$ cat src/sv/rau_pkg.sv
// ---------------------------------------------------------------------------
// rau_pkg
// Shared types and constants of the rational arithmetic unit.
// ---------------------------------------------------------------------------
package rau_pkg;

    localparam int OpW  = 16;
    localparam int ResW = 33;
    localparam int ReqW = 3;

    typedef enum logic [ReqW-1:0] {
        REQ_ADD = 3'd0,
        REQ_SUB = 3'd1,
        REQ_MUL = 3'd2,
        REQ_DIV = 3'd3,
        REQ_SMP = 3'd4
    } req_type_t;

    typedef struct packed {
        logic [ReqW-1:0]  req_type;
        logic signed [OpW-1:0] a_num;
        logic signed [OpW-1:0] a_den;
        logic signed [OpW-1:0] b_num;
        logic signed [OpW-1:0] b_den;
    } req_t;

    typedef struct packed {
        logic signed [ResW-1:0] res_num;
        logic signed [ResW-1:0] res_den;
        logic                   gcd_zero_error;
    } res_t;

    localparam int InBytes  = (ReqW + 4*OpW + 7) / 8;
    localparam int OutBytes = (2*ResW + 1 + 7) / 8;

endpackage

$ cat src/sv/rau_front.sv
// ---------------------------------------------------------------------------
// rau_front
// Input stage and two-entry word queue in front of the execution unit.
// ---------------------------------------------------------------------------
module rau_front (
    input  logic                            clk,
    input  logic                            rst_n,
    input  logic                            in_valid,
    output logic                            in_ready,
    input  rau_pkg::req_t                   in_req,
    output logic                            q_valid,
    input  logic                            q_ready,
    output rau_pkg::req_t                   q_req
);
    import rau_pkg::*;

    req_t       mem_reg [2];
    logic       wp_reg, rp_reg;
    logic [1:0] cnt_reg;
    logic       push, pop;

    assign in_ready = (cnt_reg != 2'd2);
    assign q_valid  = (cnt_reg != 2'd0);
    assign push     = in_valid && in_ready;
    assign pop      = q_valid && q_ready;
    assign q_req    = mem_reg[rp_reg];

    always_ff @(posedge clk)
    begin
        if (push)
        begin
            mem_reg[wp_reg] <= in_req;
        end
    end

    always_ff @(posedge clk or negedge rst_n)
    begin
        if (!rst_n)
        begin
            wp_reg  <= 1'b0;
            rp_reg  <= 1'b0;
            cnt_reg <= 2'd0;
        end
        else
        begin
            if (push)
            begin
                wp_reg <= ~wp_reg;
            end
            if (pop)
            begin
                rp_reg <= ~rp_reg;
            end
            cnt_reg <= cnt_reg + {1'b0, push} - {1'b0, pop};
        end
    end

endmodule

$ cat src/sv/rau_back.sv
// ---------------------------------------------------------------------------
// rau_back
// Execution unit: cross products on one multiplier, Euclid and quotients on
// a shared restoring divider, result register toward the output.
// ---------------------------------------------------------------------------
module rau_back (
    input  logic           clk,
    input  logic           rst_n,
    input  logic           q_valid,
    output logic           q_ready,
    input  rau_pkg::req_t  q_req,
    output logic           out_valid,
    input  logic           out_ready,
    output rau_pkg::res_t  out_res
);
    import rau_pkg::*;

    localparam int CntW = $clog2(OpW + 1);

    typedef enum logic [6:0] {
        ST_IDLE = 7'b0000001,
        ST_MUL  = 7'b0000010,
        ST_GCD  = 7'b0000100,
        ST_DIV  = 7'b0001000,
        ST_QN   = 7'b0010000,
        ST_QD   = 7'b0100000,
        ST_OUT  = 7'b1000000
    } state_t;

    state_t                 state_reg;
    req_t                   req_reg;
    logic [1:0]             step_reg;
    logic signed [2*OpW:0]  p_reg [3];
    logic [OpW:0]           x_reg, y_reg;
    logic [OpW:0]           dd_reg, quo_reg;
    logic [OpW:0]           rem_reg;
    logic [CntW-1:0]        cnt_reg;
    logic                   neg_reg;
    logic                   gneg_reg;
    logic                   par_reg;
    res_t                   res_reg;

    logic signed [OpW-1:0]  ma, mb;
    logic signed [2*OpW:0]  prod;
    logic [OpW+1:0]         trial;
    logic [OpW:0]           rem_sh;
    logic [OpW:0]           abs_an, abs_ad;
    logic [OpW:0]           quo_fin;
    logic                   gneg;

    always_comb
    begin
        case (step_reg)
            2'd0:
            begin
                ma = req_reg.a_num;
                mb = (req_reg.req_type == REQ_MUL) ? req_reg.b_num : req_reg.b_den;
            end
            2'd1:
            begin
                ma = req_reg.a_den;
                mb = req_reg.b_num;
            end
            default:
            begin
                ma = req_reg.a_den;
                mb = req_reg.b_den;
            end
        endcase
    end
    assign prod = (2*OpW+1)'(ma * mb);

    assign abs_an = req_reg.a_num[OpW-1] ? (OpW+1)'(-{req_reg.a_num[OpW-1], req_reg.a_num})
                                         : {1'b0, req_reg.a_num};
    assign abs_ad = req_reg.a_den[OpW-1] ? (OpW+1)'(-{req_reg.a_den[OpW-1], req_reg.a_den})
                                         : {1'b0, req_reg.a_den};

    assign rem_sh  = {rem_reg[OpW-1:0], dd_reg[OpW]};
    assign trial   = {1'b0, rem_sh} - {1'b0, y_reg};
    assign quo_fin = {quo_reg[OpW-1:0], !trial[OpW+1]};

    // g ends on an even step with the sign of a_num, on an odd one with a_den's
    assign gneg = par_reg ? req_reg.a_den[OpW-1] : req_reg.a_num[OpW-1];

    assign q_ready   = (state_reg == ST_IDLE);
    assign out_valid = (state_reg == ST_OUT);
    assign out_res   = res_reg;

    always_ff @(posedge clk or negedge rst_n)
    begin
        if (!rst_n)
        begin
            state_reg <= ST_IDLE;
            step_reg  <= 2'd0;
            cnt_reg   <= '0;
        end
        else
        begin
            case (state_reg)
                ST_IDLE:
                begin
                    if (q_valid)
                    begin
                        state_reg <= (q_req.req_type == REQ_SMP) ? ST_GCD : ST_MUL;
                        step_reg  <= 2'd0;
                    end
                end
                ST_MUL:
                begin
                    step_reg <= step_reg + 2'd1;
                    if (step_reg == 2'd2)
                    begin
                        state_reg <= ST_OUT;
                    end
                end
                ST_GCD:
                begin
                    cnt_reg <= '0;
                    if (y_reg == '0)
                    begin
                        state_reg <= (x_reg == '0) ? ST_OUT : ST_QN;
                    end
                    else
                    begin
                        state_reg <= ST_DIV;
                    end
                end
                ST_DIV, ST_QN, ST_QD:
                begin
                    if (cnt_reg == CntW'(OpW))
                    begin
                        cnt_reg <= '0;
                        case (state_reg)
                            ST_DIV:  state_reg <= ST_GCD;
                            ST_QN:   state_reg <= ST_QD;
                            default: state_reg <= ST_OUT;
                        endcase
                    end
                    else
                    begin
                        cnt_reg <= cnt_reg + CntW'(1);
                    end
                end
                ST_OUT:
                begin
                    if (out_ready)
                    begin
                        state_reg <= ST_IDLE;
                    end
                end
                default: state_reg <= ST_IDLE;
            endcase
        end
    end

    // datapath; gcd runs on magnitudes, sign of g follows truncated remainders
    always_ff @(posedge clk)
    begin
        case (state_reg)
            ST_IDLE:
            begin
                req_reg <= q_req;
                x_reg   <= q_req.a_num[OpW-1] ? (OpW+1)'(-{q_req.a_num[OpW-1], q_req.a_num})
                                              : {1'b0, q_req.a_num};
                y_reg   <= q_req.a_den[OpW-1] ? (OpW+1)'(-{q_req.a_den[OpW-1], q_req.a_den})
                                              : {1'b0, q_req.a_den};
                par_reg <= 1'b0;
                res_reg.res_num <= ResW'(q_req.a_num);
                res_reg.res_den <= ResW'(q_req.a_den);
                res_reg.gcd_zero_error <= 1'b0;
            end
            ST_MUL:
            begin
                p_reg[step_reg] <= prod;
                if (step_reg == 2'd2)
                begin
                    case (req_reg.req_type)
                        REQ_ADD:
                        begin
                            res_reg.res_num <= ResW'(p_reg[0] + p_reg[1]);
                            res_reg.res_den <= ResW'(prod);
                        end
                        REQ_SUB:
                        begin
                            res_reg.res_num <= ResW'(p_reg[0] - p_reg[1]);
                            res_reg.res_den <= ResW'(prod);
                        end
                        REQ_MUL:
                        begin
                            res_reg.res_num <= ResW'(p_reg[0]);
                            res_reg.res_den <= ResW'(prod);
                        end
                        REQ_DIV:
                        begin
                            res_reg.res_num <= ResW'(p_reg[0]);
                            res_reg.res_den <= ResW'(p_reg[1]);
                        end
                        default: ;
                    endcase
                end
            end
            ST_GCD:
            begin
                rem_reg <= '0;
                quo_reg <= '0;
                if (y_reg == '0)
                begin
                    if (x_reg == '0)
                    begin
                        res_reg.gcd_zero_error <= 1'b1;
                    end
                    else
                    begin
                        gneg_reg <= gneg;
                        y_reg    <= x_reg;
                        dd_reg   <= abs_an;
                        neg_reg  <= req_reg.a_num[OpW-1] ^ gneg;
                    end
                end
                else
                begin
                    dd_reg <= x_reg;
                end
            end
            ST_DIV, ST_QN, ST_QD:
            begin
                if (cnt_reg == CntW'(OpW))
                begin
                    case (state_reg)
                        ST_DIV:
                        begin
                            x_reg   <= y_reg;
                            y_reg   <= trial[OpW+1] ? rem_sh : trial[OpW:0];
                            par_reg <= ~par_reg;
                        end
                        ST_QN:
                        begin
                            res_reg.res_num <= neg_reg ? -ResW'(quo_fin) : ResW'(quo_fin);
                            dd_reg  <= abs_ad;
                            rem_reg <= '0;
                            quo_reg <= '0;
                            neg_reg <= req_reg.a_den[OpW-1] ^ gneg_reg;
                        end
                        default:
                        begin
                            res_reg.res_den <= neg_reg ? -ResW'(quo_fin) : ResW'(quo_fin);
                        end
                    endcase
                end
                else
                begin
                    if (!trial[OpW+1])
                    begin
                        rem_reg <= trial[OpW:0];
                        quo_reg <= {quo_reg[OpW-1:0], 1'b1};
                    end
                    else
                    begin
                        rem_reg <= rem_sh;
                        quo_reg <= {quo_reg[OpW-1:0], 1'b0};
                    end
                    dd_reg <= {dd_reg[OpW-1:0], 1'b0};
                end
            end
            default: ;
        endcase
    end

endmodule

$ cat src/sv/rational_arithmetic_unit_top.sv
// ---------------------------------------------------------------------------
// rational_arithmetic_unit_top
// Rational add, subtract, multiply, divide and simplify by Euclid's gcd.
// ---------------------------------------------------------------------------
// Usage:
//   s_axis carries one request word; m_axis returns one result word per
//   request, in order. A two-word queue holds requests while the execution
//   unit works, so the input side keeps taking words during a busy item.
//   Arithmetic ops form three products on one 16x16 multiplier, then the
//   result word. Simplify runs the restoring divider once per Euclid
//   remainder step and twice more for the two quotients; a 0/0 operand
//   returns with gcd_zero_error set and no division. One item runs at a
//   time: a new request is taken only once the last result is accepted.
//   Reset clears the queue and returns the unit to idle. While m_axis_tready
//   is low the result holds and the unit takes no new item; the queue fills
//   and then s_axis_tready drops.
//   The sign of g follows the truncated remainders, so reduced parts carry
//   the signs of C division.
// ---------------------------------------------------------------------------
module rational_arithmetic_unit_top (
    input  logic                               clk,
    input  logic                               rst_n,
    input  logic                               s_axis_tvalid,
    output logic                               s_axis_tready,
    // req_type, a_num, a_den, b_num, b_den
    input  logic [rau_pkg::InBytes*8-1:0]      s_axis_tdata,
    output logic                               m_axis_tvalid,
    input  logic                               m_axis_tready,
    // res_num, res_den, gcd_zero_error
    output logic [rau_pkg::OutBytes*8-1:0]     m_axis_tdata
);
    import rau_pkg::*;

    req_t in_req, q_req;
    res_t res;
    logic q_valid, q_ready;

    assign in_req.req_type = s_axis_tdata[ReqW-1:0];
    assign in_req.a_num    = s_axis_tdata[ReqW+OpW-1:ReqW];
    assign in_req.a_den    = s_axis_tdata[ReqW+2*OpW-1:ReqW+OpW];
    assign in_req.b_num    = s_axis_tdata[ReqW+3*OpW-1:ReqW+2*OpW];
    assign in_req.b_den    = s_axis_tdata[ReqW+4*OpW-1:ReqW+3*OpW];

    rau_front u_front (
        .clk      (clk),
        .rst_n    (rst_n),
        .in_valid (s_axis_tvalid),
        .in_ready (s_axis_tready),
        .in_req   (in_req),
        .q_valid  (q_valid),
        .q_ready  (q_ready),
        .q_req    (q_req)
    );

    rau_back u_back (
        .clk       (clk),
        .rst_n     (rst_n),
        .q_valid   (q_valid),
        .q_ready   (q_ready),
        .q_req     (q_req),
        .out_valid (m_axis_tvalid),
        .out_ready (m_axis_tready),
        .out_res   (res)
    );

    assign m_axis_tdata = {(OutBytes*8-2*ResW-1)'(0), res.gcd_zero_error,
                           res.res_den, res.res_num};

endmodule

$ cat config.mk
export PLATFORM = sky130hd
export DESIGN_NAME = rational_arithmetic_unit_top
export DESIGN_NICKNAME = d
export VERILOG_FILES = /design/src/sv/rau_pkg.sv /design/src/sv/rau_front.sv /design/src/sv/rau_back.sv /design/src/sv/rational_arithmetic_unit_top.sv
export SDC_FILE = /design/constraint.sdc
export NUM_CORES = 2
export LEC_CHECK = 0
export ABC_AREA = 1
export ABC_CLOCK_PERIOD_IN_PS = 7500
export BUFFER_PORTS_ARGS = -buffer_cell sky130_fd_sc_hd__buf_2
export CORE_ASPECT_RATIO = 0.7
export CORE_MARGIN = 4
export CORE_UTILIZATION = 55
export DETAILED_ROUTE_END_ITERATION = 16
export PLACE_DENSITY = 0.74
export RECOVER_POWER = 100
export REMOVE_ABC_BUFFERS = 1
export SETUP_SLACK_MARGIN = 0.5
export SYNTH_ARGS = -nofsm -noshare
export SYNTH_HDL_FRONTEND = slang
export SYNTH_HIERARCHICAL = 1
export SYNTH_SLANG_ARGS = --single-unit
$ cat constraint.sdc
create_clock -name clk -period 7.5 [get_ports clk]
set_input_delay 1.5 -clock clk [delete_from_list [all_inputs] [get_ports clk]]
set_output_delay 1.5 -clock clk [all_outputs]
set_load 0.03 [all_outputs]
Word level (Yosys, flattened, before mapping)
Memories as Yosys holds them, arrays and structs flattened. Index checks and enable logic that the tools add are counted.

Memories kept: 2. Memory bits (writable): 233. Register bits after elaboration: 238. Bits of input ports: 76.

Memories: u_front.mem_reg (depth 2, width 67, rd ports 1, clocked after Yosys merged registers in 0, wr ports 1, line rau_front.sv:17) `req_t mem_reg [2];`; u_back.p_reg (depth 3, width 33, rd ports 2, clocked after Yosys merged registers in 0, wr ports 1, line rau_back.sv:33) `logic signed [2*OpW:0] p_reg [3];`.

Bitwise logic cells: 6. Reductions and logical operators: 27. Equal/unequal tests: 28. $add $sub $neg: 12. $mul: 1. Multiplexer cells: 63.

Operators with widths (count): 66-bit case mux with 4 select lines (1); 17-bit 2-to-1 mux (15); 66-bit case mux with 3 select lines (1); 66-bit 2-to-1 mux (2); 33-bit 2-to-1 mux (3); 16-bit case mux with 2 select lines (3); 16-bit 2-to-1 mux (5); 17-bit negation (4); 17-bit case mux with 2 select lines (2); 17-bit case mux with 3 select lines (1); 7-bit 2-to-1 mux (6); 7-bit case mux with 5 select lines (1); 17-bit zero test (2); 33-bit adder (1); 17-bit negation with 33-bit output (1); 33-bit subtractor (1); 16-bit by 16-bit multiplier with 32-bit output (1); 5-bit AND reduction (4); 17-bit by 17-bit subtractor with 18-bit output (1); 2-bit by 1-bit != test with 1-bit output, second input constant (8); 1-bit 2-to-1 mux (14); 7-bit case mux with 2 select lines (1); 3-bit AND reduction (4); 5-bit case mux with 2 select lines (1); 37 further kinds (54).

Longest topological paths before layout
Depth in word-level cells: 7. Gate-level depth with buffers: 38.

Modules after synthesis
Netlist, hierarchy kept.

By module, submodules not included: rau_back (instances 1, area each 28762.6 um^2, cells an instance 3499); rau_front (instances 1, area each 5109.9 um^2, cells an instance 382); rational_arithmetic_unit_top (instances 1, area each 41.3 um^2, cells an instance 6).

Worst setup path before layout
Ideal clock, no wire load.

Path kind: register -> register. Start point: register u_back.step_reg[0]. End point: register u_back.res_reg, in the netlist u_back/out_res[31], data pin. Arrival time: 6.613 ns. Data required time: 7.246 ns. Slack: 0.633 ns. Cell stages (with the launch flop): 32. Cell sequence: dfrtp_1 > inv_1 > ha_1 > buf_2 > nor2_2 > inv_1 > o21ai_1 > inv_2 > nand2_1 > nand2_2 > inv_2 > nor2_1 > fa_1 > inv_1 > fa_1 > inv_1 > fa_1 > fa_1 > inv_1 > fa_1 > fa_1 > inv_1 > ha_1 > inv_1 > nor3_1 > inv_1 > nor4_1 > nand2_1 > nand3_1 > nand3_1 > nand2_1 > nand2_1.

Word-level cells in the longest chain between the ends: 6. Elaborated cells on any way between the ends: 8. Classes of those cells: mul (1); eq/ne (1); mux (5); reduce/logical (1).

Ends and longest elaborated chain: from (decl) (line rau_back.sv:32) `logic [1:0] step_reg;`; from (signal assigned) (line rau_back.sv:110) `step_reg <= step_reg + 2'd1;`; 2-bit by 1-bit == test with 1-bit output / 2-bit zero test (equally long branches) (line rau_back.sv:53) `case (step_reg)`; 16-bit case mux with 2 select lines / 16-bit 2-to-1 mux (equally long branches) (line rau_back.sv:53); 16-bit by 16-bit multiplier with 32-bit output (*) (line rau_back.sv:71) `assign prod = (2*OpW+1)'(ma * mb);`; 66-bit case mux with 4 select lines (*) (line rau_back.sv:177) `case (req_reg.req_type)`; 66-bit 2-to-1 mux (*) (line rau_back.sv:175) `if (step_reg == 2'd2)`; 66-bit case mux with 3 select lines (*) (line rau_back.sv:159) `case (state_reg)`; to (decl) (line rau_back.sv:41) `res_t res_reg;`.

Every way passes the cells marked *; elsewhere a longest branch is shown, timed or not. The select of a mux whose other input is x is not followed. A chain may end at the register's enable or synchronous reset.

Final worst setup path
Start point: register u_back.step_reg[0]. End point: register u_back.res_reg, in the netlist u_back/out_res[25], data pin.

Word-level cells in the longest chain between the ends: 6. Elaborated cells on any way between the ends: 8. Classes of those cells: mul (1); eq/ne (1); mux (5); reduce/logical (1).

Ends and longest elaborated chain: 2-bit by 1-bit == test with 1-bit output / 2-bit zero test (equally long branches) (line rau_back.sv:53); 16-bit case mux with 2 select lines / 16-bit 2-to-1 mux (equally long branches) (line rau_back.sv:53); 16-bit by 16-bit multiplier with 32-bit output (*) (line rau_back.sv:71); named net u_back.prod[24] (line rau_back.sv:44) `logic signed [2*OpW:0] prod;`; 66-bit case mux with 4 select lines (*) (line rau_back.sv:177); 66-bit 2-to-1 mux (*) (line rau_back.sv:175); 66-bit case mux with 3 select lines (*) (line rau_back.sv:159).

Mark *: on every way through the listed nets, which the timed path passes. The rest lies on a longest branch. The select of a mux whose other input is x is not followed.

==> metrics.txt <==
post-route cell area=38400 µm²; worst reg2reg path depth=33; Hold Path Depth=2; Worst Skew=0.0212 ns; post-route ant nets=0; failing checks=max-capacitance violations, max-slew violations; final core utilization=63.6%; commonest non-fill, non-tap cells in the layout=nand2_1 (902), inv_1 (675), edfxtp_1 (418); Clk Latency, worst-skew pair=0.61 ns; Iteration-0 DRC Markers=3240; number of enable flip-flop cells after synthesis=418; flop2flop setup slack=0.31 ns; Core Footprint=60400 µm²; Syn-to-layout area delta=13.3%; pre-CTS WS=0.269 ns; Overall Global Routing Usage=29.9%; CTS root buffer=clkbuf_16; post-synthesis cell count=3887; Final WS setup=0.315 ns; Vias=28200; worst slew pin tran=3.67 ns; startpoint types=flip-flop; TritonCTS clock tree=yes; Port Buf Inserts=139; max reg flops=134; slowest stage delay, CP=0.51 ns; Max Cap Viol=12; Routed WL=100000 µm; Clock Pin Slew Worst Setup and Hold Paths=0.07 ns; flip-flop and latch area=13000 µm²; Avg Vias per Cell=5.66; chip width=305 µm; HP Class=reg2reg; first-pass iteration count of the detailed router=5; global-route wire length before repair=153000 µm; GR Overflow Total=0; top area cells in the synthesized netlist=edfxtp_1 (37%), fa_1 (16%), nand2_1 (10%); Setup violations, final=0; Tmin final=7.19 ns; clock tree buffer depth=3; RePlAce Congestion=0.996; vias in the first global route=26700; Yosys cell types=65; post-synth top area cell=edfxtp_1; cts hold-fix bufs=0; DP Area=36100 µm²; number of synthesis warnings=6; number of CTS-inserted buffers=43; achievable frequency=0.139 GHz; # IOs=150; share of cells above drive strength 1=11.7%; Starting Density=56.1%; required time worst endpoint=7.86 ns; critical path's slowest cell=fa_1; Multi-input gate area=18400 µm²; Yosys top cell area share=37.0%; Cell Area, Synth=33900 µm²; RSZ-0062 raised after global routing=true; initial antenna violation count=3; flop and latch count out of synthesis=436; worst r2r dst=u_back/out_res[25]; type of the worst setup path=reg2reg; Clock Sinks=436; critical path fanouts, max=7; wire per inst=20.0 µm; largest net degree at the start of global routing=65; Fillers=5147; row count=75; Residual DRC=0; Avg Cell Area, Syn=8.72 µm²; Rel. slew slack=-144%; final hold vios=0; ys flop type=edfxtp_1; most common cell after layout, fill and taps aside=nand2_1; outcome=finished, violations left; crit-path most repeated cell=inv_1; hold_sp=u_front/wp_reg; period utilisation layout=95.8%; Die Ht=216 µm; Die Area=65800 µm²; CP arrival=7.54 ns; DP HPWL=76900 µm; worst hold endpoint=u_front/wp_reg; WHS=0.505 ns; post-synthesis sequential area ratio=38.3%; final net count=4631; H-tree depth=2; Critical Path End Type=flip-flop; Final Slew Violations=508; Critical R2R Launch=u_back/step_reg[0]; Post-synth ARST share=4.13%
## Yosys cell counts (5+ instances only)
library cell  instances
o21ai_0             179
o211ai_1             41
nor4_1               12
nor3_1               38
o221ai_1             14
clkinv_1              5
o21ai_2               9
a21oi_1             144
xor2_1               79
o21ai_1              15
a22oi_1               5
nand2_2               8
o21bai_1             19
buf_4                21
dfrtp_1              17
clkbuf_1             40
nand3_1             182
nor2_2                6
o21a_1                5
ha_1                145
fa_1                264
xnor2_1              29
nor2_1              383
buf_6                10
inv_1               694
a21o_1               15
edfxtp_1            418
or2_2                13
nand2_1             930
o22ai_1              12
buf_2                27
a31oi_1               7
nand4_1              31
inv_2                15
## how the worst max path moves through the flow
stage	from	end	slack [ns]	cells after the start
after global routing	u_back/step_reg[0]	u_back/out_res[24]	0.17	32
after global placement	u_back/step_reg[0]	u_back/out_res[32]	0.31	31
after floorplan	u_back/step_reg[0]	u_back/out_res[32]	-0.09	30
after CTS	u_back/req_reg[66]	u_back/out_res[28]	0.48	31
final	u_back/step_reg[0]	u_back/out_res[25]	0.31	33
after detailed placement	u_back/step_reg[0]	u_back/out_res[32]	0.27	31
## cell type report
cell class	count	share of cell area [%]
diodes	2	0.0130
repair inverters	2	0.0260
multi-input cells	2640	48.0
repair buffers	308	4.82
clock inverters	18	0.599
well taps	808	2.63
inverters	715	7.06
flip-flops and latches	436	33.8
clock buffers	60	3.04
## kinds of logic after synthesis
logic type	Yosys count	synth area share (%)
xor gates and xnor gates	108	2.79
other	1	0.0111
AOI/OAI and AO/OA	489	8.52
and+or+nand+nor	1629	19.8
DFF	436	38.3
buffers and inverters	815	9.58
adders and majority gates	409	20.9
## through the flow
stage,instances,setup TNS (ns)
final,4989,0
after global routing,4989,0
after floorplan,3791,-0.292
after global placement,4875,0
after CTS,4962,0
after detailed placement,4875,0
## critical path: cells and delay by family, from the launching register on
kind / cells / cell delay (ns)
flip-flops: 1 / 0.38
adder cells (fa/ha/maj): 8 / 3.49
AND/OR/NAND/NOR: 11 / 1.37
AO/OA/AOI/OAI: 2 / 0.27
buffers and inverters: 12 / 1.39
## layer usage
layer	part of all wire [%]	wire [µm]	up-vias	global-route usage, %
met3	12	11700	179	6.88
met2	43	43000	1500	44.1
met1	43	42500	13600	44.7
li1	-	-	13000	-
met5	0	0	-	0
met4	2.8	2800	0	8.03
## repair_timing
action                                  4_1_cts  5_1_grt
gates cloned                                  1        1
endpoints found under the setup margin       36       57
gates resized for setup                      43      219
pin swaps                                     3       81
buffers inserted                              8       24
Power is left out: the tool's default activity adds up to more than one toggle a clock period on the data nets, which glitch-free logic cannot reach.
